<file path="src/rtl/core/hsv_pkg.sv">
package hsv_pkg;

	// default number of fraction bits, 1.0 is 1 << FRAC_BITS
	localparam int FRAC_BITS_DEF = 12;

	// fixed field widths of the pixel ports
	localparam int HUE_W = 14;
	localparam int SAT_W = 13;
	localparam int OUT_W = 13;

	// six hue sectors around the color wheel
	localparam int HSV_SECTORS = 6;

	// entries in the memory of the queue between front and back
	localparam int QUEUE_DEPTH = 4;

	// hue sector, named by the color at its start
	typedef enum logic [2:0] {
		SECT_RED     = 3'd0,
		SECT_YELLOW  = 3'd1,
		SECT_GREEN   = 3'd2,
		SECT_CYAN    = 3'd3,
		SECT_BLUE    = 3'd4,
		SECT_MAGENTA = 3'd5
	} hsv_sector_t;

	// queue status seen by both sides
	typedef struct packed {
		logic full;
		logic empty;
	} hsv_qstat_t;

endpackage

</file>
<file path="src/rtl/core/hsv_front.sv">
module hsv_front #(
	parameter int FRAC_BITS = hsv_pkg::FRAC_BITS_DEF
) (
	input  logic                                clk,
	input  logic                                arst_n,
	input  logic signed [hsv_pkg::HUE_W-1:0]    hue,
	input  logic        [hsv_pkg::SAT_W-1:0]    saturation,
	input  logic        [hsv_pkg::SAT_W-1:0]    brightness,
	input  logic                                push,
	output logic                                full,
	input  hsv_pkg::hsv_qstat_t                 q_stat,
	output logic                                q_push,
	output hsv_pkg::hsv_sector_t                sector,
	output logic        [FRAC_BITS-1:0]         frac,
	output logic        [FRAC_BITS:0]           sat,
	output logic        [FRAC_BITS:0]           val
);

	localparam int HW  = FRAC_BITS + 1;
	localparam int EW  = (FRAC_BITS + 2 > hsv_pkg::HUE_W) ? FRAC_BITS + 2 : hsv_pkg::HUE_W;
	localparam int CW  = (FRAC_BITS + 1 > hsv_pkg::SAT_W) ? FRAC_BITS + 1 : hsv_pkg::SAT_W;
	localparam int H6W = FRAC_BITS + 4;

	localparam logic signed [EW-1:0] ONE_E = EW'(1) << FRAC_BITS;
	localparam logic        [CW-1:0] ONE_C = CW'(1) << FRAC_BITS;
	localparam logic        [HW-1:0] ONE_H = HW'(1) << FRAC_BITS;

	logic signed [EW-1:0]  hue_ext;
	logic                  hue_bad;
	logic [HW-1:0]         h;
	logic [CW-1:0]         sat_ext;
	logic [CW-1:0]         bri_ext;
	logic [HW-1:0]         s_d;
	logic [HW-1:0]         v_d;
	logic [H6W-1:0]        h6;
	logic [2:0]            k;
	hsv_pkg::hsv_sector_t  sector_d;
	logic                  advance;

	logic                  valid_s1;
	hsv_pkg::hsv_sector_t  sector_s1;
	logic [FRAC_BITS-1:0]  frac_s1;
	logic [HW-1:0]         sat_s1;
	logic [HW-1:0]         val_s1;

	// hue out of range is taken as 1.0, the top of the wheel
	assign hue_ext = EW'(hue);
	assign hue_bad = hue_ext[EW-1] || (hue_ext > ONE_E);
	assign h       = hue_bad ? ONE_H : hue_ext[HW-1:0];

	// saturation and value clamp to 1.0
	assign sat_ext = CW'(saturation);
	assign bri_ext = CW'(brightness);
	assign s_d     = (sat_ext > ONE_C) ? ONE_H : sat_ext[HW-1:0];
	assign v_d     = (bri_ext > ONE_C) ? ONE_H : bri_ext[HW-1:0];

	// sector and fraction from six times the hue
	assign h6 = H6W'(h) * H6W'(hsv_pkg::HSV_SECTORS);
	assign k  = h6[FRAC_BITS+2:FRAC_BITS];

	// sector six is the end of the wheel, same as sector zero
	assign sector_d = (k == 3'(hsv_pkg::HSV_SECTORS)) ? hsv_pkg::SECT_RED
		: hsv_pkg::hsv_sector_t'(k);

	assign q_push  = valid_s1 && !q_stat.full;
	assign advance = !valid_s1 || !q_stat.full;
	assign full    = !advance;

	always_ff @(posedge clk or negedge arst_n) begin
		if (!arst_n) begin
			valid_s1 <= 1'b0;
		end else if (advance) begin
			valid_s1 <= push;
		end
	end

	always_ff @(posedge clk) begin
		if (advance && push) begin
			sector_s1 <= sector_d;
			frac_s1   <= h6[FRAC_BITS-1:0];
			sat_s1    <= s_d;
			val_s1    <= v_d;
		end
	end

	assign sector = sector_s1;
	assign frac   = frac_s1;
	assign sat    = sat_s1;
	assign val    = val_s1;

endmodule

</file>
<file path="src/rtl/core/hsv_queue.sv">
module hsv_queue #(
	parameter int WIDTH = 8,
	parameter int DEPTH = hsv_pkg::QUEUE_DEPTH
) (
	input  logic                 clk,
	input  logic                 arst_n,
	input  logic                 push,
	input  logic [WIDTH-1:0]     din,
	input  logic                 pop,
	output logic [WIDTH-1:0]     dout,
	output hsv_pkg::hsv_qstat_t  stat
);

	localparam int AW   = $clog2(DEPTH);
	localparam int CNTW = $clog2(DEPTH + 1);

	logic [WIDTH-1:0] mem [DEPTH];
	logic [AW-1:0]    wr_ptr_q;
	logic [AW-1:0]    rd_ptr_q;
	logic [CNTW-1:0]  count_q;
	logic             out_valid_q;
	logic [WIDTH-1:0] dout_q;
	logic             load;

	// refill the output register from memory whenever it frees up
	assign load = (count_q != '0) && (!out_valid_q || pop);

	always_ff @(posedge clk or negedge arst_n) begin
		if (!arst_n) begin
			wr_ptr_q    <= '0;
			rd_ptr_q    <= '0;
			count_q     <= '0;
			out_valid_q <= 1'b0;
		end else begin
			if (push) begin
				wr_ptr_q <= (wr_ptr_q == AW'(DEPTH - 1)) ? '0 : wr_ptr_q + 1'b1;
			end
			if (load) begin
				rd_ptr_q <= (rd_ptr_q == AW'(DEPTH - 1)) ? '0 : rd_ptr_q + 1'b1;
			end
			count_q <= count_q + CNTW'(push) - CNTW'(load);
			if (load) begin
				out_valid_q <= 1'b1;
			end else if (pop) begin
				out_valid_q <= 1'b0;
			end
		end
	end

	always_ff @(posedge clk) begin
		if (push) begin
			mem[wr_ptr_q] <= din;
		end
		if (load) begin
			dout_q <= mem[rd_ptr_q];
		end
	end

	assign dout       = dout_q;
	assign stat.full  = (count_q == CNTW'(DEPTH));
	assign stat.empty = !out_valid_q;

endmodule

</file>
<file path="src/rtl/core/hsv_back.sv">
module hsv_back #(
	parameter int FRAC_BITS = hsv_pkg::FRAC_BITS_DEF
) (
	input  logic                             clk,
	input  logic                             arst_n,
	input  hsv_pkg::hsv_qstat_t              q_stat,
	output logic                             q_pop,
	input  hsv_pkg::hsv_sector_t             sector,
	input  logic [FRAC_BITS-1:0]             frac,
	input  logic [FRAC_BITS:0]               sat,
	input  logic [FRAC_BITS:0]               val,
	input  logic                             pop,
	output logic                             empty,
	output logic [hsv_pkg::OUT_W-1:0]        red,
	output logic [hsv_pkg::OUT_W-1:0]        green,
	output logic [hsv_pkg::OUT_W-1:0]        blue
);

	localparam int HW = FRAC_BITS + 1;
	localparam int LW = 2 * FRAC_BITS + 1;
	localparam int PW = 3 * FRAC_BITS + 2;

	localparam logic [HW-1:0] ONE_H  = HW'(1) << FRAC_BITS;
	localparam logic [LW-1:0] ONE2_L = LW'(1) << (2 * FRAC_BITS);

	logic rdy_s2;
	logic rdy_s3;
	logic rdy_s4;

	// stage 2: products of saturation and fraction
	logic                  valid_s2;
	hsv_pkg::hsv_sector_t  sector_s2;
	logic [HW-1:0]         val_s2;
	logic [HW-1:0]         t_s2;
	logic [LW-1:0]         sf_s2;
	logic [LW-1:0]         sfc_s2;

	// stage 3: levels per channel
	logic                  valid_s3;
	logic [HW-1:0]         val_s3;
	logic [LW-1:0]         r_lvl_s3;
	logic [LW-1:0]         g_lvl_s3;
	logic [LW-1:0]         b_lvl_s3;

	// stage 4: scaled result
	logic                          valid_s4;
	logic [hsv_pkg::OUT_W-1:0]     red_s4;
	logic [hsv_pkg::OUT_W-1:0]     green_s4;
	logic [hsv_pkg::OUT_W-1:0]     blue_s4;

	logic [LW-1:0] t2;
	logic [LW-1:0] n2;
	logic [LW-1:0] q2;
	logic [LW-1:0] r_lvl;
	logic [LW-1:0] g_lvl;
	logic [LW-1:0] b_lvl;
	logic [PW-1:0] r_prod;
	logic [PW-1:0] g_prod;
	logic [PW-1:0] b_prod;

	assign rdy_s4 = !valid_s4 || pop;
	assign rdy_s3 = !valid_s3 || rdy_s4;
	assign rdy_s2 = !valid_s2 || rdy_s3;
	assign q_pop  = !q_stat.empty && rdy_s2;

	// zero saturation makes all three levels 1.0, so gray needs no extra path
	assign t2 = LW'(t_s2) << FRAC_BITS;
	assign n2 = ONE2_L - sf_s2;
	assign q2 = ONE2_L - sfc_s2;

	always_comb begin
		case (sector_s2)
			hsv_pkg::SECT_YELLOW: begin
				r_lvl = n2;     g_lvl = ONE2_L; b_lvl = t2;
			end
			hsv_pkg::SECT_GREEN: begin
				r_lvl = t2;     g_lvl = ONE2_L; b_lvl = q2;
			end
			hsv_pkg::SECT_CYAN: begin
				r_lvl = t2;     g_lvl = n2;     b_lvl = ONE2_L;
			end
			hsv_pkg::SECT_BLUE: begin
				r_lvl = q2;     g_lvl = t2;     b_lvl = ONE2_L;
			end
			hsv_pkg::SECT_MAGENTA: begin
				r_lvl = ONE2_L; g_lvl = t2;     b_lvl = n2;
			end
			default: begin
				r_lvl = ONE2_L; g_lvl = q2;     b_lvl = t2;
			end
		endcase
	end

	assign r_prod = PW'(val_s3) * PW'(r_lvl_s3);
	assign g_prod = PW'(val_s3) * PW'(g_lvl_s3);
	assign b_prod = PW'(val_s3) * PW'(b_lvl_s3);

	always_ff @(posedge clk or negedge arst_n) begin
		if (!arst_n) begin
			valid_s2 <= 1'b0;
			valid_s3 <= 1'b0;
			valid_s4 <= 1'b0;
		end else begin
			if (rdy_s2) begin
				valid_s2 <= q_pop;
			end
			if (rdy_s3) begin
				valid_s3 <= valid_s2;
			end
			if (rdy_s4) begin
				valid_s4 <= valid_s3;
			end
		end
	end

	always_ff @(posedge clk) begin
		if (q_pop) begin
			sector_s2 <= sector;
			val_s2    <= val;
			t_s2      <= ONE_H - sat;
			sf_s2     <= LW'(sat) * LW'(frac);
			sfc_s2    <= LW'(sat) * LW'(ONE_H - HW'(frac));
		end
		if (rdy_s3 && valid_s2) begin
			val_s3   <= val_s2;
			r_lvl_s3 <= r_lvl;
			g_lvl_s3 <= g_lvl;
			b_lvl_s3 <= b_lvl;
		end
		if (rdy_s4 && valid_s3) begin
			red_s4   <= hsv_pkg::OUT_W'(r_prod >> (2 * FRAC_BITS));
			green_s4 <= hsv_pkg::OUT_W'(g_prod >> (2 * FRAC_BITS));
			blue_s4  <= hsv_pkg::OUT_W'(b_prod >> (2 * FRAC_BITS));
		end
	end

	assign empty = !valid_s4;
	assign red   = red_s4;
	assign green = green_s4;
	assign blue  = blue_s4;

endmodule

</file>
<file path="src/rtl/core/hsv_to_rgb_converter.sv">
// hsv to rgb pixel converter
// input side is a queue write port: a pixel (hue, saturation, brightness)
//   transfers on a clock edge with push high and full low
// output side is a queue read port: the oldest rgb result sits on
//   red, green, blue while empty is low and transfers with pop high
// all values are fixed point with FRAC_BITS fraction bits, 1 << FRAC_BITS is 1.0
// hue outside 0..1.0 is taken as 1.0, saturation and brightness clamp to 1.0
// on its way a result passes through the front register, the queue
//   memory, the queue read register, two back stages and the output
//   register
// throughput: one pixel per cycle while pop stays high; the last back
//   stage has one brightness times level multiplier per channel
// a stalled output fills the back pipeline, then the queue, then the
//   front register; full rises only once all of those hold a pixel
// reset clears every valid flag: after arst_n falls the block is empty
//   and not full, pixels in flight are dropped
// full and empty come straight from registers, so no combinational
//   path runs from push to full or from pop to empty
module hsv_to_rgb_converter #(
	parameter int FRAC_BITS = hsv_pkg::FRAC_BITS_DEF
) (
	input  logic                             clk,
	input  logic                             arst_n,
	input  logic                             push,
	output logic                             full,
	input  logic signed [hsv_pkg::HUE_W-1:0] hue,
	input  logic        [hsv_pkg::SAT_W-1:0] saturation,
	input  logic        [hsv_pkg::SAT_W-1:0] brightness,
	output logic                             empty,
	input  logic                             pop,
	output logic        [hsv_pkg::OUT_W-1:0] red,
	output logic        [hsv_pkg::OUT_W-1:0] green,
	output logic        [hsv_pkg::OUT_W-1:0] blue
);

	// queue entry: sector, fraction, saturation, value
	localparam int QW = 3 + FRAC_BITS + 2 * (FRAC_BITS + 1);

	// 1.0 on the output fields, only meaningful while it fits in them
	localparam logic [hsv_pkg::OUT_W-1:0] OUT_ONE = hsv_pkg::OUT_W'(1 << FRAC_BITS);

	hsv_pkg::hsv_qstat_t   q_stat;
	logic                  q_push;
	logic                  q_pop;
	logic [QW-1:0]         q_din;
	logic [QW-1:0]         q_dout;

	hsv_pkg::hsv_sector_t  f_sector;
	logic [FRAC_BITS-1:0]  f_frac;
	logic [FRAC_BITS:0]    f_sat;
	logic [FRAC_BITS:0]    f_val;

	hsv_pkg::hsv_sector_t  b_sector;
	logic [FRAC_BITS-1:0]  b_frac;
	logic [FRAC_BITS:0]    b_sat;
	logic [FRAC_BITS:0]    b_val;

	// front: clamps and splits the hue into sector and fraction
	hsv_front #(
		.FRAC_BITS (FRAC_BITS)
	) u_front (
		.clk        (clk),
		.arst_n     (arst_n),
		.hue        (hue),
		.saturation (saturation),
		.brightness (brightness),
		.push       (push),
		.full       (full),
		.q_stat     (q_stat),
		.q_push     (q_push),
		.sector     (f_sector),
		.frac       (f_frac),
		.sat        (f_sat),
		.val        (f_val)
	);

	assign q_din = {f_sector, f_frac, f_sat, f_val};

	// short queue lets the front keep taking pixels while the back stalls
	hsv_queue #(
		.WIDTH (QW),
		.DEPTH (hsv_pkg::QUEUE_DEPTH)
	) u_queue (
		.clk    (clk),
		.arst_n (arst_n),
		.push   (q_push),
		.din    (q_din),
		.pop    (q_pop),
		.dout   (q_dout),
		.stat   (q_stat)
	);

	assign b_sector = hsv_pkg::hsv_sector_t'(q_dout[QW-1 -: 3]);
	assign b_frac   = q_dout[2*(FRAC_BITS+1) +: FRAC_BITS];
	assign b_sat    = q_dout[FRAC_BITS+1 +: FRAC_BITS+1];
	assign b_val    = q_dout[FRAC_BITS:0];

	// back: builds the channel levels and scales them by the value
	hsv_back #(
		.FRAC_BITS (FRAC_BITS)
	) u_back (
		.clk    (clk),
		.arst_n (arst_n),
		.q_stat (q_stat),
		.q_pop  (q_pop),
		.sector (b_sector),
		.frac   (b_frac),
		.sat    (b_sat),
		.val    (b_val),
		.pop    (pop),
		.empty  (empty),
		.red    (red),
		.green  (green),
		.blue   (blue)
	);

	// front never writes into a full queue
	a_no_overflow: assert property (@(posedge clk) disable iff (!arst_n)
		q_push |-> !q_stat.full)
		else $error("queue written while full");

	// back never reads an empty queue
	a_no_underflow: assert property (@(posedge clk) disable iff (!arst_n)
		q_pop |-> !q_stat.empty)
		else $error("queue read while empty");

	// every channel stays within 1.0 while 1.0 fits in the output fields
	a_out_range: assert property (@(posedge clk) disable iff (!arst_n)
		!empty |-> (FRAC_BITS > 12) || (red <= OUT_ONE && green <= OUT_ONE
			&& blue <= OUT_ONE))
		else $error("result channel above 1.0");

endmodule

</file>
<file path="config.mk">
export PLATFORM = sky130hd
export DESIGN_NAME = hsv_to_rgb_converter
export DESIGN_NICKNAME = d
export VERILOG_FILES = /design/src/rtl/core/hsv_pkg.sv /design/src/rtl/core/hsv_front.sv /design/src/rtl/core/hsv_queue.sv /design/src/rtl/core/hsv_back.sv /design/src/rtl/core/hsv_to_rgb_converter.sv
export SDC_FILE = /design/constraint.sdc
export NUM_CORES = 2
export LEC_CHECK = 0
export BUFFER_PORTS_ARGS = -buffer_cell sky130_fd_sc_hd__clkbuf_2
export CORE_ASPECT_RATIO = 0.9
export CORE_MARGIN = 8
export CORE_UTILIZATION = 45
export CTS_CLUSTER_SIZE = 40
export DETAILED_ROUTE_END_ITERATION = 8
export PLACE_DENSITY = 0.58
export SLEW_MARGIN = 20
export SYNTH_ARGS = -nofsm -noshare
export SYNTH_HDL_FRONTEND = slang
export SYNTH_SLANG_ARGS = --single-unit
</file>
<file path="constraint.sdc">
create_clock -name clk -period 8.5 [get_ports clk]
set_input_delay 1.7 -clock clk [delete_from_list [all_inputs] [get_ports clk]]
set_output_delay 1.7 -clock clk [all_outputs]
set_load 0.03 [all_outputs]
</file>
==> run summary <==
Hold path
- worst hold endpoint: u_back.val_s3[4]
- worst min-delay path startpoint: u_back.val_s2[4]
- hold crit path type: reg2reg
- worst hold path depth: 0

Floorplanning
- x dimension of the die: 384 um
- effective utilization at floorplan: 0.453
- top-level I/O count: 85
- die span in y: 347 um
- number of core rows: 121
- die area: 133,000 um^2
- placeable core region: 121,000 um^2

Layout
- most common cell after layout, fill and taps aside: sky130_fd_sc_hd__inv_1
- antenna cell count: 0
- leading cell types in the layout, fill and taps excluded: 1,148 x sky130_fd_sc_hd__inv_1, 930 x sky130_fd_sc_hd__fa_1, 777 x sky130_fd_sc_hd__nand2_1, 540 x sky130_fd_sc_hd__and2_1, 440 x sky130_fd_sc_hd__edfxtp_1
- share of cells above drive strength 1: 0.0544
- layout-stage area growth over the synthesis result: 6.71%
- fin nets: 6,613

Global route
- number of antenna violations at the first check in global routing: 0
- vias in the first global route: 37.8k
- global route total overflow: 0
- All-Layer GR Usage: 0.191
- pin count of the biggest net entering global routing: 73
- global-route wire length before repair: 205,000 um

Critical path
- most frequent cell on the critical path: sky130_fd_sc_hd__fa_1
- CP startpoint kind: register
- cell count of the worst reg-to-reg path: 24
- Slowest cell on crit path: sky130_fd_sc_hd__xor2_1
- CP endpoint kind: register
- startpoint of the most critical register-to-register path: u_queue.dout[28]
- start-to-end type of the worst setup path: reg2reg
- buffers plus inverters on the worst setup path: 4
- Crit Reg-Reg Endpoint: u_back.sfc_s2[24]
- CP Data Arrival Time: 7740 ps
- slowest cell delay on critical path: 760 ps
- Top delay family on crit path: adder cells
- critical path cell sequence: inv_1 > ha_1 > nor2b_1 > nand3b_1 > xor2_1 > nand2_1 > fa_1 > fa_1 > inv_1 > fa_1 > fa_1 > inv_1 > fa_1 > inv_1 > ha_1 > a21o_1 > a21o_1 > o21ai_1 > a31oi_1 > a41o_1 > and4_1 > a2111oi_2 > a21oi_1 > xnor2_1
- reg2reg setup slack: 1100 ps
- worst path required time: 8830 ps
- maximum fanout count along the critical path: 13

Synthesis
- Synth area leader: sky130_fd_sc_hd__fa_1
- number of enable flip-flop cells after synthesis: 440
- predominant post-synthesis flop cell: sky130_fd_sc_hd__edfxtp_1
- share of synthesized registers carrying an async set or reset: 0.0265
- multiplexer area fraction after synthesis: 0.0169
- count of different cell masters after synthesis: 71
- adder and majority cell fraction of the synthesized area: 0.429
- net count after synthesis: 6,685
- area share of xor/xnor cells in the synthesized design: 0.0258
- complex-gate fraction of the synthesized area: 0.0395
- post-synthesis share of cell area spent on and, or, nand and nor gates: 0.145
- average footprint of a synthesized cell: 10.3 um^2
- Synth top area share: 0.340
- Seq cells post-synth: 452
- sequential cell area fraction in the yosys report: 0.247
- combined area of all synthesized cells: 54,700 um^2
- cells after synthesis: 5,324
- Synth warnings: 0
- dominant combinational cell family by area after synthesis: adder cells
- top cells by area, synth: sky130_fd_sc_hd__fa_1 34%, sky130_fd_sc_hd__edfxtp_1 24%, sky130_fd_sc_hd__ha_1 8.8%, sky130_fd_sc_hd__inv_1 7.9%, sky130_fd_sc_hd__and2_1 6.2%

Placed design
- post-detail-place hpwl: 92,200 um
- RD Place Congestion: 0.870
- number of port buffers: 84

CTS
- sinks on the clock net: 452
- buffers inserted during post-CTS setup optimization: 0
- clock latency on the worst-skew pair: 630 ps
- TritonCTS clock tree: done
- Resized Gates After CTS: 0
- CTS max path bufs: 3
- level count of the clock H-tree: 2
- root buf cell: sky130_fd_sc_hd__clkbuf_16
- total of hold buffers inserted after clock tree synthesis: 0
- number of buffers inserted during clock tree synthesis: 51
- clock transition at the registers of the reported paths: 60 ps

Route
- total vias in the final route: 35.2k
- DR pass1 iterations: 8
- initial drt markers: 2,073
- count of unresolved DRC violations after routing: 0
- Detail Route Antenna Nets: 0
- routed wirelength normalized by instance count: 17.9 um
- final wirelength: 124,000 um
- number of vias per cell: 5.11

STA
- final clock skew: 37.9 ps
- setup repair after global routing missed its margin: no
- worst slew margin relative to its limit: 0.239
- final critical-path share of the clock period: 0.871
- maximum frequency from static timing analysis: 135 MHz
- number of endpoints failing setup at the final stage: 0
- setup total negative slack: 0 ps
- measured slew at the worst slew-check pin: 1140 ps
- Slew Limit Fails: 0
- endpoints failing hold: 0
- time the final worst path needs with I/O delays and setup: 7400 ps

Run status
- run status: finished, final reports clean

Run
- number of maximum-capacitance constraint violations: 0

==> layout make-up <==
class | instances | area [um^2]
Clock buffer | 63 | 1340
Clock inverter | 29 | 352
Fill cell | 11200 | 62400
Inverter | 1149 | 4310
Multi-Input combinational cell | 3460 | 36000
Sequential cell | 452 | 13500
Tap cell | 1599 | 2000
Timing Repair Buffer | 138 | 908
==> cells in the mapped netlist (10+ instances only) <==
cell type and count:
sky130_fd_sc_hd__and3_1 13, sky130_fd_sc_hd__dfrtp_1 12, sky130_fd_sc_hd__a31oi_1 13, sky130_fd_sc_hd__nor4_1 14, sky130_fd_sc_hd__o21a_1 11, sky130_fd_sc_hd__mux4_2 40, sky130_fd_sc_hd__xor2_1 53, sky130_fd_sc_hd__nor2b_1 42
sky130_fd_sc_hd__nand2_1 777, sky130_fd_sc_hd__o21ai_0 53, sky130_fd_sc_hd__nor2_1 99, sky130_fd_sc_hd__a22o_1 18, sky130_fd_sc_hd__a222oi_1 10, sky130_fd_sc_hd__nor3_1 42, sky130_fd_sc_hd__and2_1 546, sky130_fd_sc_hd__xnor2_1 108
sky130_fd_sc_hd__a22oi_1 24, sky130_fd_sc_hd__fa_1 930, sky130_fd_sc_hd__a21o_1 26, sky130_fd_sc_hd__or3_1 17, sky130_fd_sc_hd__edfxtp_1 440, sky130_fd_sc_hd__o21bai_1 11, sky130_fd_sc_hd__clkbuf_1 253, sky130_fd_sc_hd__a21oi_1 75
sky130_fd_sc_hd__inv_1 1148, sky130_fd_sc_hd__a211oi_1 15, sky130_fd_sc_hd__ha_1 387, sky130_fd_sc_hd__nand4_1 13, sky130_fd_sc_hd__nand3_1 18, sky130_fd_sc_hd__nand2b_1 17
==> worst max path at each step <==
stage,startpoint,end,cells past startpoint
6_report,u_queue.dout[28],u_back.sfc_s2[24],24
5_1_grt,u_queue.dout[27],u_back.sfc_s2[24],24
4_1_cts,u_queue.dout[28],u_back.sfc_s2[24],24
3_5_place_dp,u_queue.dout[28],u_back.sfc_s2[24],24
3_3_place_gp,u_queue.dout[28],u_back.sfc_s2[24],24
2_1_floorplan,u_queue.dout[27],u_back.sfc_s2[24],27
==> kinds of logic (layout without fill, tap and decap cells) <==
family	count (synthesis)	after routing
mux	42	42
xor+xnor	161	161
fa+ha+maj	1317	1317
flops	452	452
buf+inv	1412	1379
simple gates	1627	1627
compound gates	313	313
==> metrics by stage <==
step / setup WS [ps] / std cells / cell area [um^2] / hold WS [ps] / utilization
2_1_floorplan: 1990 / 5324 / 54700 / 400 / -
3_3_place_gp: 1310 / 6797 / 56700 / 401 / 0.469
3_5_place_dp: 1100 / 6798 / 56700 / 407 / 0.469
4_1_cts: 1050 / 6890 / 58400 / 420 / 0.483
5_1_grt: 577 / 6890 / 58400 / 422 / 0.483
6_report: 1100 / 6890 / 58400 / 417 / 0.483
==> routing by layer <==
layer | GRT usage | routed length (um) | vias to the layer above
li1 | - | - | 16100
met1 | 0.266 | 55300 | 18000
met2 | 0.317 | 58700 | 899
met3 | 0.0218 | 6290 | 199
met4 | 0.0530 | 3350 | 0
met5 | 0 | 0 | -
==> registers in the layout (all words and copies together), names as in the netlist, 11 cells and up <==
signal,flops
u_back.val_s2,13
u_front.val,13
u_back.blue,13
u_back.r_lvl_s3,24
u_back.t_s2,13
u_queue.dout,40
u_back.b_lvl_s3,24
u_back.sfc_s2,24
u_front.frac,11
u_back.green,13
u_back.red,13
u_queue.mem,160
u_back.g_lvl_s3,24
u_front.sat,13
u_back.sf_s2,23
u_back.val_s3,13
Power is left out: the tool's default activity adds up to more than one toggle a clock period on the data nets, which glitch-free logic cannot reach.
